### config.mk
export PLATFORM = sky130hd
export DESIGN_NAME = cubic_bezier_path_generator_flat
export DESIGN_NICKNAME = d
export VERILOG_FILES = /design/src/design/cbz_pkg.sv /design/src/design/cbz_intf.sv /design/src/design/cbz_lerp.sv /design/src/design/cbz_step_gen.sv /design/src/design/cubic_bezier_path_generator.sv /design/src/flat_wrapper.sv
export SDC_FILE = /design/constraint.sdc
export NUM_CORES = 2
export LEC_CHECK = 0
export BUFFER_PORTS_ARGS = -buffer_cell sky130_fd_sc_hd__buf_2
export CAP_MARGIN = 0
export CORE_ASPECT_RATIO = 1.4
export CORE_UTILIZATION = 35
export CTS_CLUSTER_DIAMETER = 60
export CTS_CLUSTER_SIZE = 14
export DETAILED_ROUTE_END_ITERATION = 12
export GPL_TIMING_DRIVEN = 0
export PLACE_DENSITY = 0.56
export SYNTH_ARGS = -nofsm -noshare
export SYNTH_HDL_FRONTEND = slang
export SYNTH_SLANG_ARGS = --single-unit
export TNS_END_PERCENT = 100
### constraint.sdc
create_clock -name clock -period 15.8 [get_ports clock]
set_clock_uncertainty 0.05 [all_clocks]
set_input_delay 0 -clock clock [delete_from_list [all_inputs] [get_ports clock]]
set_output_delay 0 -clock clock [all_outputs]
set_load 0.05 [all_outputs]
### src/design/cbz_pkg.sv
// shared types, constants and the fixed-point divide of the bezier path generator
package cbz_pkg;

   // number of path points per control set, 2 to 64
   localparam int SEGMENTS = 64;
   localparam int COORD_W  = 16;
   localparam int STEP_W   = 7;
   // (b - a) * k fits in 24 signed bits for k up to 64
   localparam int PROD_W   = 24;
   localparam int QUO_W    = COORD_W + 1;
   localparam int AXES     = 2;
   localparam int CTRL_N   = 4;
   // pipeline depth from issue to output register
   localparam int PIPE_N   = 6;

   localparam bit SEG_POW2 = (SEGMENTS & (SEGMENTS - 1)) == 0;
   localparam int SEG_LOG2 = $clog2(SEGMENTS);

   // reciprocal divide for a non power of two segment count
   localparam int    DIV_N   = PROD_W - 1;
   localparam int    DIV_SH  = DIV_N + SEG_LOG2;
   localparam longint DIV_M  = ((longint'(1) << DIV_SH) + SEGMENTS - 1) / SEGMENTS;
   localparam longint DIV_OFS = longint'(SEGMENTS) * 65536;

   typedef logic signed [COORD_W-1:0] coord_type;
   typedef logic [STEP_W-1:0]         step_type;
   typedef logic signed [PROD_W-1:0]  prod_type;
   typedef logic signed [QUO_W-1:0]   quo_type;

   // control that travels with each point through the pipeline
   typedef struct packed {
      logic     valid;
      step_type step;
      logic     last;
   } ctl_type;

   // floor(num / SEGMENTS), rounding toward minus infinity
   function automatic quo_type seg_floor_div(input prod_type num);
      logic [DIV_N:0]  biased;
      logic [63:0]     scaled;
      longint          quo;
      if (SEG_POW2) begin
         return QUO_W'(num >>> SEG_LOG2);
      end
      // bias by a multiple of SEGMENTS so the dividend is non-negative
      biased = (DIV_N + 1)'(longint'(num) + DIV_OFS);
      scaled = 64'(biased) * 64'(DIV_M);
      quo    = longint'(scaled >> DIV_SH) - 65536;
      return QUO_W'(quo);
   endfunction

endpackage

### src/design/cbz_intf.sv
// valid/ready channel interfaces for control sets and path points
interface cbz_req_if
   import cbz_pkg::*;
   ();
   logic      valid;
   logic      ready;
   coord_type start_x;
   coord_type start_y;
   coord_type ctrl_a_x;
   coord_type ctrl_a_y;
   coord_type ctrl_b_x;
   coord_type ctrl_b_y;
   coord_type end_x;
   coord_type end_y;

   modport source (output valid, start_x, start_y, ctrl_a_x, ctrl_a_y,
                   ctrl_b_x, ctrl_b_y, end_x, end_y, input ready);
   modport sink   (input valid, start_x, start_y, ctrl_a_x, ctrl_a_y,
                   ctrl_b_x, ctrl_b_y, end_x, end_y, output ready);
endinterface

interface cbz_rsp_if
   import cbz_pkg::*;
   ();
   logic      valid;
   logic      ready;
   coord_type point_x;
   coord_type point_y;
   step_type  step_index;
   logic      last_point;

   modport source (output valid, point_x, point_y, step_index, last_point,
                   input ready);
   modport sink   (input valid, point_x, point_y, step_index, last_point,
                   output ready);
endinterface

### src/design/cbz_lerp.sv
// one interpolation a + floor((b - a) * k / SEGMENTS) in two register stages
module cbz_lerp
   import cbz_pkg::*;
   (
   input  logic      clock,
   input  logic      advance,
   input  coord_type a,
   input  coord_type b,
   input  step_type  k,
   output coord_type result
   );

   prod_type  diff_w;
   prod_type  k_w;
   prod_type  prod_in;
   prod_type  prod_ff;
   coord_type a_ff;
   coord_type result_in;
   coord_type result_ff;

   // stage one: scaled difference
   always_comb begin
      diff_w  = PROD_W'(b) - PROD_W'(a);
      k_w     = prod_type'({{(PROD_W-STEP_W){1'b0}}, k});
      prod_in = diff_w * k_w;
   end

   // stage two: divide by the segment count and add the base
   always_comb begin
      result_in = COORD_W'(QUO_W'(a_ff) + seg_floor_div(prod_ff));
   end

   always_ff @(posedge clock) begin
      if (advance) begin
         prod_ff   <= prod_in;
         a_ff      <= a;
         result_ff <= result_in;
      end
   end

   assign result = result_ff;

endmodule

### src/design/cbz_step_gen.sv
// holds the control set and issues one step k per cycle into the pipeline while it advances
module cbz_step_gen
   import cbz_pkg::*;
   (
   input  logic      clock,
   input  logic      reset,
   input  logic      advance,
   cbz_req_if.sink   req_chan,
   output coord_type pts[AXES][CTRL_N],
   output ctl_type   issue
   );

   coord_type pts_ff[AXES][CTRL_N];
   coord_type pts_in[AXES][CTRL_N];
   step_type  step_ff;
   step_type  step_in;
   logic      active_ff;
   logic      active_in;
   logic      last_now;
   logic      take;

   // next control set is taken while the last step of the current one issues
   always_comb begin
      last_now       = (step_ff == STEP_W'(SEGMENTS));
      req_chan.ready = !reset && (!active_ff || (advance && last_now));
      take           = req_chan.valid && req_chan.ready;
   end

   // run state and step counter
   always_comb begin
      active_in = active_ff;
      step_in   = step_ff;
      if (take) begin
         active_in = 1'b1;
         step_in   = STEP_W'(1);
      end else if (advance && active_ff) begin
         step_in = step_ff + STEP_W'(1);
         if (last_now) begin
            active_in = 1'b0;
         end
      end
   end

   // control set latch
   always_comb begin
      pts_in = pts_ff;
      if (take) begin
         pts_in[0][0] = req_chan.start_x;
         pts_in[1][0] = req_chan.start_y;
         pts_in[0][1] = req_chan.ctrl_a_x;
         pts_in[1][1] = req_chan.ctrl_a_y;
         pts_in[0][2] = req_chan.ctrl_b_x;
         pts_in[1][2] = req_chan.ctrl_b_y;
         pts_in[0][3] = req_chan.end_x;
         pts_in[1][3] = req_chan.end_y;
      end
   end

   always_ff @(posedge clock) begin
      if (reset) begin
         active_ff <= 1'b0;
         step_ff   <= '0;
      end else begin
         active_ff <= active_in;
         step_ff   <= step_in;
      end
   end

   always_ff @(posedge clock) begin
      if (reset) begin
         for (int ax = 0; ax < AXES; ax++) begin
            for (int c = 0; c < CTRL_N; c++) begin
               pts_ff[ax][c] <= '0;
            end
         end
      end else begin
         pts_ff <= pts_in;
      end
   end

   assign pts         = pts_ff;
   assign issue.valid = active_ff;
   assign issue.step  = step_ff;
   assign issue.last  = last_now;

endmodule

### src/design/cubic_bezier_path_generator.sv
// top level: cubic bezier path generator, de casteljau over a six stage pipeline
//
// Each accepted control set (start, ctrl_a, ctrl_b, end) produces SEGMENTS path
// points, k = 1 .. SEGMENTS at t = k/SEGMENTS, one point per cycle unless the
// result side stalls; the last one equals the end point and carries last_point.
// A new control set is taken on the cycle the final step of the previous one
// issues, so a steady stream has no gap between sets; the step counter issues
// one k per cycle while the pipeline advances. Each of the three interpolation
// levels takes two register stages (multiply, then divide and add), so a point
// passes six register stages from issue to the output. A stall on the result
// side holds the whole pipeline; nothing is dropped or repeated.
module cubic_bezier_path_generator
   import cbz_pkg::*;
   (
   input  logic      clock,
   input  logic      reset,
   cbz_req_if.sink   req_chan,
   cbz_rsp_if.source rsp_chan
   );

   coord_type pts[AXES][CTRL_N];
   coord_type lvl1[AXES][3];
   coord_type lvl2[AXES][2];
   coord_type lvl3[AXES];
   ctl_type   issue;
   ctl_type   ctl_ff[PIPE_N];
   logic      advance;

   // pipeline moves whenever the output register is empty or being taken
   assign advance = !ctl_ff[PIPE_N-1].valid || rsp_chan.ready;

   cbz_step_gen u_step_gen (
      .clock    (clock),
      .reset    (reset),
      .advance  (advance),
      .req_chan (req_chan),
      .pts      (pts),
      .issue    (issue)
   );

   // control delay line matching the interpolation stages
   always_ff @(posedge clock) begin
      if (reset) begin
         for (int i = 0; i < PIPE_N; i++) begin
            ctl_ff[i] <= '0;
         end
      end else if (advance) begin
         ctl_ff[0] <= issue;
         for (int i = 1; i < PIPE_N; i++) begin
            ctl_ff[i] <= ctl_ff[i-1];
         end
      end
   end

   // three interpolation levels per axis
   for (genvar ax = 0; ax < AXES; ax++) begin : g_axis
      for (genvar i = 0; i < 3; i++) begin : g_lvl1
         cbz_lerp u_lerp (
            .clock   (clock),
            .advance (advance),
            .a       (pts[ax][i]),
            .b       (pts[ax][i+1]),
            .k       (issue.step),
            .result  (lvl1[ax][i])
         );
      end
      for (genvar i = 0; i < 2; i++) begin : g_lvl2
         cbz_lerp u_lerp (
            .clock   (clock),
            .advance (advance),
            .a       (lvl1[ax][i]),
            .b       (lvl1[ax][i+1]),
            .k       (ctl_ff[1].step),
            .result  (lvl2[ax][i])
         );
      end
      cbz_lerp u_lerp3 (
         .clock   (clock),
         .advance (advance),
         .a       (lvl2[ax][0]),
         .b       (lvl2[ax][1]),
         .k       (ctl_ff[3].step),
         .result  (lvl3[ax])
      );
   end

   // output register is the last interpolation stage
   assign rsp_chan.valid      = ctl_ff[PIPE_N-1].valid;
   assign rsp_chan.point_x    = lvl3[0];
   assign rsp_chan.point_y    = lvl3[1];
   assign rsp_chan.step_index = ctl_ff[PIPE_N-1].step;
   assign rsp_chan.last_point = ctl_ff[PIPE_N-1].last;

endmodule

### src/flat_wrapper.sv
// flat-port wrapper written by rule: the top's interface ports become plain ports
module cubic_bezier_path_generator_flat import cbz_pkg::*;
  (clock, reset, req_chan_valid, req_chan_start_x, req_chan_start_y, req_chan_ctrl_a_x, req_chan_ctrl_a_y, req_chan_ctrl_b_x, req_chan_ctrl_b_y, req_chan_end_x, req_chan_end_y, req_chan_ready, rsp_chan_valid, rsp_chan_point_x, rsp_chan_point_y, rsp_chan_step_index, rsp_chan_last_point, rsp_chan_ready);
  cbz_req_if req_chan_i ();
  cbz_rsp_if rsp_chan_i ();
  input  logic clock;
  input  logic reset;
  input wire logic [$bits(req_chan_i.valid)-1:0] req_chan_valid;
  input wire logic [$bits(req_chan_i.start_x)-1:0] req_chan_start_x;
  input wire logic [$bits(req_chan_i.start_y)-1:0] req_chan_start_y;
  input wire logic [$bits(req_chan_i.ctrl_a_x)-1:0] req_chan_ctrl_a_x;
  input wire logic [$bits(req_chan_i.ctrl_a_y)-1:0] req_chan_ctrl_a_y;
  input wire logic [$bits(req_chan_i.ctrl_b_x)-1:0] req_chan_ctrl_b_x;
  input wire logic [$bits(req_chan_i.ctrl_b_y)-1:0] req_chan_ctrl_b_y;
  input wire logic [$bits(req_chan_i.end_x)-1:0] req_chan_end_x;
  input wire logic [$bits(req_chan_i.end_y)-1:0] req_chan_end_y;
  output wire logic [$bits(req_chan_i.ready)-1:0] req_chan_ready;
  output wire logic [$bits(rsp_chan_i.valid)-1:0] rsp_chan_valid;
  output wire logic [$bits(rsp_chan_i.point_x)-1:0] rsp_chan_point_x;
  output wire logic [$bits(rsp_chan_i.point_y)-1:0] rsp_chan_point_y;
  output wire logic [$bits(rsp_chan_i.step_index)-1:0] rsp_chan_step_index;
  output wire logic [$bits(rsp_chan_i.last_point)-1:0] rsp_chan_last_point;
  input wire logic [$bits(rsp_chan_i.ready)-1:0] rsp_chan_ready;
  assign req_chan_i.valid = req_chan_valid;
  assign req_chan_i.start_x = req_chan_start_x;
  assign req_chan_i.start_y = req_chan_start_y;
  assign req_chan_i.ctrl_a_x = req_chan_ctrl_a_x;
  assign req_chan_i.ctrl_a_y = req_chan_ctrl_a_y;
  assign req_chan_i.ctrl_b_x = req_chan_ctrl_b_x;
  assign req_chan_i.ctrl_b_y = req_chan_ctrl_b_y;
  assign req_chan_i.end_x = req_chan_end_x;
  assign req_chan_i.end_y = req_chan_end_y;
  assign req_chan_ready = req_chan_i.ready;
  assign rsp_chan_valid = rsp_chan_i.valid;
  assign rsp_chan_point_x = rsp_chan_i.point_x;
  assign rsp_chan_point_y = rsp_chan_i.point_y;
  assign rsp_chan_step_index = rsp_chan_i.step_index;
  assign rsp_chan_last_point = rsp_chan_i.last_point;
  assign rsp_chan_i.ready = rsp_chan_ready;
  cubic_bezier_path_generator u_core (.clock(clock), .reset(reset), .req_chan(req_chan_i), .rsp_chan(rsp_chan_i));
endmodule
Word level (Yosys, flattened, before mapping)

Memory sizes are Yosys's and may differ from the RTL's.
Index checks and enable logic that the tools add are counted.

Input bits: 132
Flip-flop bits (word level): 784
Output and inout bits: 42
Memories: 1
RAM bits: 54
Logic and storage cells: 121

Memory list:

| memory        | words | width | rd ports | clocked after Yosys merged registers in | wr ports | RTL line                          | text |
|---|---|---|---|---|---|---|---|
| u_core.ctl_ff | 6     | 9     | 6        | 0                                       | 6        | cubic_bezier_path_generator.sv:26 | `ctl_type ctl_ff[PIPE_N];` |

Bitwise operators: 6
Multiply operators: 12
Eq/ne operators: 1
Mux-type cells: 16
Add/subtract/negate cells: 25
Reduce and logical (&&, ||, !) cells: 13

Operators by type and width:

| kind                                                          | count |
|---|---|
| 17-bit by 8-bit multiplier with 22-bit output                 | 12 |
| 16-bit by 16-bit subtractor with 17-bit output                | 12 |
| 16-bit adder                                                  | 12 |
| 9-bit two-way mux                                             | 6 |
| 1-bit two-way mux                                             | 10 |
| 7-bit by 1-bit adder with 7-bit output, second input constant | 1 |
| 7-bit == test, second input constant                          | 1 |
| 1-bit OR                                                      | 6 |
| 1-bit logical AND                                             | 4 |
| 2-bit nonzero test                                            | 2 |
| 1-bit logical NOT                                             | 3 |
| 1-bit logical OR                                              | 2 |
| 2-bit AND reduction                                           | 1 |
| 2-bit OR reduction                                            | 1 |

Longest topological paths before layout

An unclocked memory read counts as a cell.

Word-level depth: 9
Gate-level depth with buffers: 29
Depth with buffers taken out: 29

By module

A second synthesis with hierarchy kept.

Cells, all modules: 8855
Area total of the unflattened synthesis: 87920.6 sq um

Modules (own cells, without submodules):

| module                                           | times used | area each (sq um) | sequential area each (sq um) | cells an instance |
|---|---|---|---|---|
| cbz_lerp (u_core.g_axis[0].g_lvl1[1].u_lerp ...) | 3          | 6657.6            | 1441.4                       | 691 |
| cbz_lerp (u_core.g_axis[0].u_lerp3 ...)          | 3          | 6566.3            | 1441.4                       | 664 |
| cbz_lerp (u_core.g_axis[1].g_lvl2[0].u_lerp ...) | 2          | 6643.9            | 1441.4                       | 677 |
| cbz_lerp (u_core.g_axis[1].u_lerp3)              | 1          | 6936.7            | 1441.4                       | 731 |
| cbz_lerp (u_core.g_axis[1].g_lvl1[2].u_lerp)     | 1          | 6698.9            | 1441.4                       | 699 |
| cbz_lerp (u_core.g_axis[0].g_lvl2[1].u_lerp)     | 1          | 6680.2            | 1441.4                       | 690 |
| cbz_lerp (u_core.g_axis[0].g_lvl1[0].u_lerp)     | 1          | 6672.6            | 1441.4                       | 698 |
| cbz_step_gen                                     | 1          | 5629.1            | 2722.6                       | 495 |
| cubic_bezier_path_generator                      | 1          | 2343.5            | 1621.6                       | 123 |

Worst setup path before layout

OpenSTA, ideal clock, no wires.

Path kind: input to register
Start: in rsp_chan_ready
End: reg u_core.u_step_gen.pts_ff (netlist bit u_core.u_step_gen.pts[31])
Setup time: 0.087 ns
Stages: 9
Data required time: 15.663 ns
Slack: -2.029 ns
Arrival: 17.692 ns
Buffers on the path: 3
Cell sequence: nand2b_1 > nand4b_1 > a21oi_1 > and2_1 > clkbuf_1 > clkbuf_1 > clkbuf_1 > nand2_1 > o31ai_1

Word-level cells in the longest chain between the ends: 5

RTL lines:

| item                   | RTL line                          | text |
|---|---|---|
| start: declaration     | flat_wrapper.sv:23                | `input wire logic [$bits(rsp_chan_i.ready)-1:0] rsp_chan_ready;` |
| 1-bit logical OR       | cubic_bezier_path_generator.sv:30 | `assign advance = !ctl_ff[PIPE_N-1].valid \|\| rsp_chan.ready;` |
| 1-bit logical AND      | cbz_step_gen.sv:25                | `req_chan.ready = !reset && (!active_ff \|\| (advance && last_now));` |
| 1-bit logical OR       | cbz_step_gen.sv:25                |  |
| 1-bit logical AND      | cbz_step_gen.sv:25                |  |
| net req_chan_ready     | flat_wrapper.sv:17                | `output wire logic [$bits(req_chan_i.ready)-1:0] req_chan_ready;` |
| 1-bit logical AND      | cbz_step_gen.sv:26                | `take = req_chan.valid && req_chan.ready;` |
| end signal: assignment | cbz_step_gen.sv:77                | `pts_ff <= pts_in;` |
| end: declaration       | cbz_step_gen.sv:13                | `coord_type pts_ff[AXES][CTRL_N];` |

The timed path passes the listed nets, and every way through them passes these cells.
A chain may end at the register's enable or synchronous reset.

Worst setup path in the final report

Start: reg u_core.u_step_gen.pts_ff (netlist bit u_core.u_step_gen.pts[16])
End: reg u_core.g_axis[1].g_lvl1[1].u_lerp.prod_ff[21] (data pin)

Word-level cells in the longest chain between the ends: 2

RTL lines:

| item                                              | RTL line       | text |
|---|---|---|
| 16-bit by 16-bit subtractor with 17-bit output    | cbz_lerp.sv:23 | `diff_w = PROD_W'(b) - PROD_W'(a);` |
| 17-bit by 8-bit multiplier with 22-bit output     | cbz_lerp.sv:25 | `prod_in = diff_w * k_w;` |
| net u_core.g_axis[1].g_lvl1[1].u_lerp.prod_in[21] | cbz_lerp.sv:15 | `prod_type prod_in;` |
| end signal: assignment                            | cbz_lerp.sv:35 | `prod_ff <= prod_in;` |
| end: declaration                                  | cbz_lerp.sv:16 | `prod_type prod_ff;` |

The timed path passes the listed nets, and every way through them passes these cells.

==> reports/results.ini <==
[critical_path]
r2r_start = u_core.u_step_gen.pts[16]$_SDFFE_PP0P_
r2r_setup_slack_ns = 7.19
worstPathArrival_ns = 9.01
r2r.worst_path.cells = 25
cp-end-kind = register
worst_r2r_endpoint = u_core.g_axis[1].g_lvl1[1].u_lerp.prod_ff[21]$_DFFE_PN_
critical_path_required_ns = 16.21
critPathMaxFanout = 5
start_kind = register
crit_type = reg2reg

[cells_and_area]
fin_util_pct = 39.68
fillers = 24080
layoutNonFillerInstCount = 12680
final_cell_mix = 1718 x inv_1, 996 x fa_1, 948 x and2_1
final_common_cell = inv_1
fin_nets = 11350
drive_above_1_share_pct = 3.902
syn2layout_area_growth_pct = 12.85

[placed_design]
globalplace.congestion = 0.9229
place_ws_ns = 7.223
dp_cells = 12250
dp_hpwl_um = 208400
port_buffers = 173

[detailed_routing]
wl_um = 253600
drtAntennaViolNets = 0
drc = 0
drt_first_iter_violations = 3100
routedWlPerCell_um = 20.01
num_vias = 62410
first_pass_iters = 5
via_per_inst = 4.924

[hold_path]
holdPathEnd = u_core.u_step_gen.pts[40]$_SDFFE_PP0P_
hp-class = in2reg
hold_depth = 4
worstHoldStart = req_chan_ctrl_a_y[8]

[synthesis]
ys_ff_latch = 766
synth_cell_types = 79
ys.flop_type = edfxtp_1
postSynthAreaPerCell_um2 = 9.672
synth_edf_count = 630
ys_warn_count = 0
syn-num-nets = 10810
ys_seq_area_share_pct = 25.37
ys_async_sr_fraction_pct = 0
postSynthCellCount = 8819
synth_area_mm2 = 0.08530

[grt]
antenna_found_initial = 23
grt_pass1_wl_um = 383800
grt.total_usage_pct = 20.78
grt_pass1_vias = 66620
grt_max_degree = 75
overflow = 0

[power]
p_leak_uw = 0.04627
peakVddDrop_mv = 0.1054
p_per_area_mw_per_mm2 = 116.7

[floorplanning]
core_mm2 = 0.2426
pin_count = 174
die_x_um = 419.2
die-area_mm2 = 0.2457
rows = 214
die_height_um = 586.1
initial_utilization_pct = 35.16

[cts]
postCtsSetupBuffers = 0
clk_pin_slew_worst_paths_ns = 0.06
cts_root_buf = clkbuf_16
clk_latency_ns = 0.77
clockBufferDepth = 3
cts_tree = done
cts_sinks = 766
ctsHtreeMaxLevel = 3
numCtsBuffers = 90

[timing]
fin_setup_tns_ns = 0
slew_violations = 3
fin_ws_ns = 7.194
rsz0062_at_grt = no
fmax_mhz = 116.2
setup_viol = 0
hold_violations = 0
relSlewSlack_pct = -2.682
timing.final.crit_share_pct = 54.47
period_needed_ns = 8.606
worst_pin_slew_ns = 1.529

[status]
status = finished with violations
violations = max-capacitance violations, max-slew violations

[job]
maxCapViolCount = 1

[power breakdown]
part           switching [µW]  internal [µW]
logic                    3830           1950
clock network             975           1220
registers                 366           2890
[repair_timing]
item / 4_1_cts / 5_1_grt
hold buffers: 263 / 0
resized for setup: 0 / 0
endpoints found under the hold margin: 142 / 0
endpoints found under the setup margin: 0 / 0
[worst max-delay path: stages, from the launching register on]
cell and delay, ns:
dfxtp_1 0.41, inv_1 0.14, ha_1 0.25, fa_1 0.41, nor2b_1 0.17, o31a_1 0.24
o211ai_1 0.21, a311oi_1 0.53, o21ai_0 0.20, a21boi_0 0.95, o21ai_0 0.43, nand2_1 0.26
inv_1 0.10, fa_1 0.60, inv_1 0.07, fa_1 0.50, fa_1 0.44, fa_1 0.41
xor2_1 0.19, xnor2_1 0.18, xnor2_1 0.17, or3b_2 0.47, mux2i_1 0.15, nor4_1 0.09
xnor2_1 0.46, xor2_1 0.20
[cell usage after synthesis (8+ instances only)]
library cell	count	area (µm²)
nor4b_1	8	70.07
o2111ai_1	18	157.7
inv_1	1718	6449
o21bai_1	15	112.6
nor2_1	393	1475
edfxtp_1	630	18920
a2111oi_0	13	113.9
a21o_1	57	427.9
and2_1	948	5931
nand2b_1	42	262.8
or2_2	10	62.56
a311oi_1	19	166.4
o211ai_1	22	165.2
dfxtp_1	136	2723
buf_1	12	45.04
xor2_1	107	937.2
a21boi_0	38	285.3
clkbuf_1	196	735.7
o31a_1	20	175.2
or3_1	56	350.3
o41ai_1	26	227.7
o21a_1	80	600.6
nor4_1	15	93.84
a21oi_1	258	1291
nand3_1	96	480.5
nor3_1	159	795.8
a31oi_1	12	75.07
a211oi_1	20	150.1
a22o_1	9	78.83
mux2i_1	8	80.08
nand4_1	29	181.4
nand3b_1	34	255.2
o31ai_1	116	870.8
fa_1	996	19940
and3_1	42	262.8
xnor2_1	402	3521
nand2_1	655	2459
ha_1	866	10840
nor2b_1	228	1426
o21ai_0	196	980.9
[cell families after synthesis]
logic type	after synthesis	synth area share, %
AOI/OAI and AO/OA	984	7.626
buffers and inverters	1937	8.575
and+or+nand+nor	2747	16.87
adders and majority gates	1862	36.08
DFF	766	25.37
xor gates and xnor gates	515	5.386
muxes	8	0.09388
[layout make-up]
type,instances,area [µm²],area share (%)
multi-input combinational,6116,56360,58.55
sequential,766,21640,22.48
inverter,1718,6449,6.699
tap,3240,4054,4.211
timing repair buffer,449,3786,3.933
clock buffer,109,2440,2.535
buffer,219,865.8,0.8995
clock inverter,53,656.9,0.6824
antenna,5,12.51,0.01300
[registers in the layout (all words and copies together) (netlist names)]
signal                               flops
u_core.u_step_gen.step_ff                7
u_core.u_step_gen.active_ff              1
u_core.u_step_gen.pts                  128
u_core.g_axis.g_lvl1.u_lerp.result      96
u_core.g_axis.u_lerp3.result            32
u_core.g_axis.g_lvl1.u_lerp.prod_ff     96
u_core.ctl_ff                           54
u_core.g_axis.g_lvl2.u_lerp.result      64
u_core.g_axis.g_lvl2.u_lerp.a_ff        64
u_core.g_axis.u_lerp3.prod_ff           32
u_core.g_axis.u_lerp3.a_ff              32
u_core.g_axis.g_lvl1.u_lerp.a_ff        96
u_core.g_axis.g_lvl2.u_lerp.prod_ff     64
[worst max-delay path by stage]
stage	startpoint	to
2_1_floorplan	u_core.ctl_ff[0][53]$_SDFFCE_PN0P_	u_core.u_step_gen.pts[31]$_SDFFE_PP0P_
3_3_place_gp	rsp_chan_ready	u_core.u_step_gen.pts[54]$_SDFFE_PP0P_
3_5_place_dp	u_core.u_step_gen.pts[17]$_SDFFE_PP0P_	u_core.g_axis[1].g_lvl1[2].u_lerp.prod_ff[21]$_DFFE_PN_
4_1_cts	u_core.u_step_gen.pts[16]$_SDFFE_PP0P_	u_core.g_axis[1].g_lvl1[1].u_lerp.prod_ff[21]$_DFFE_PN_
5_1_grt	u_core.u_step_gen.pts[18]$_SDFFE_PP0P_	u_core.g_axis[1].g_lvl1[2].u_lerp.prod_ff[21]$_DFFE_PN_
6_report	u_core.u_step_gen.pts[16]$_SDFFE_PP0P_	u_core.g_axis[1].g_lvl1[1].u_lerp.prod_ff[21]$_DFFE_PN_
[stage by stage]
step	area, µm²	hold WS [ns]	power (µW)
after global placement	90220	0.1325	8893
after detailed placement	90520	0.1365	9012
final	96260	0.08139	11230
after CTS	96250	0.03088	11310
after global routing	96250	0.08031	12010
after floorplan	85300	0.04895	7033
[per-layer routing]
layer  vias up  share of wire (%)  GRT usage (%)
met5         -                  0              0
met4         0                6.4          12.00
met3       524                4.0          2.393
met2      1363                 52          38.89
met1     31140                 38          22.38
li1      29390                  -              -
Power figures use the tool's default switching activity.
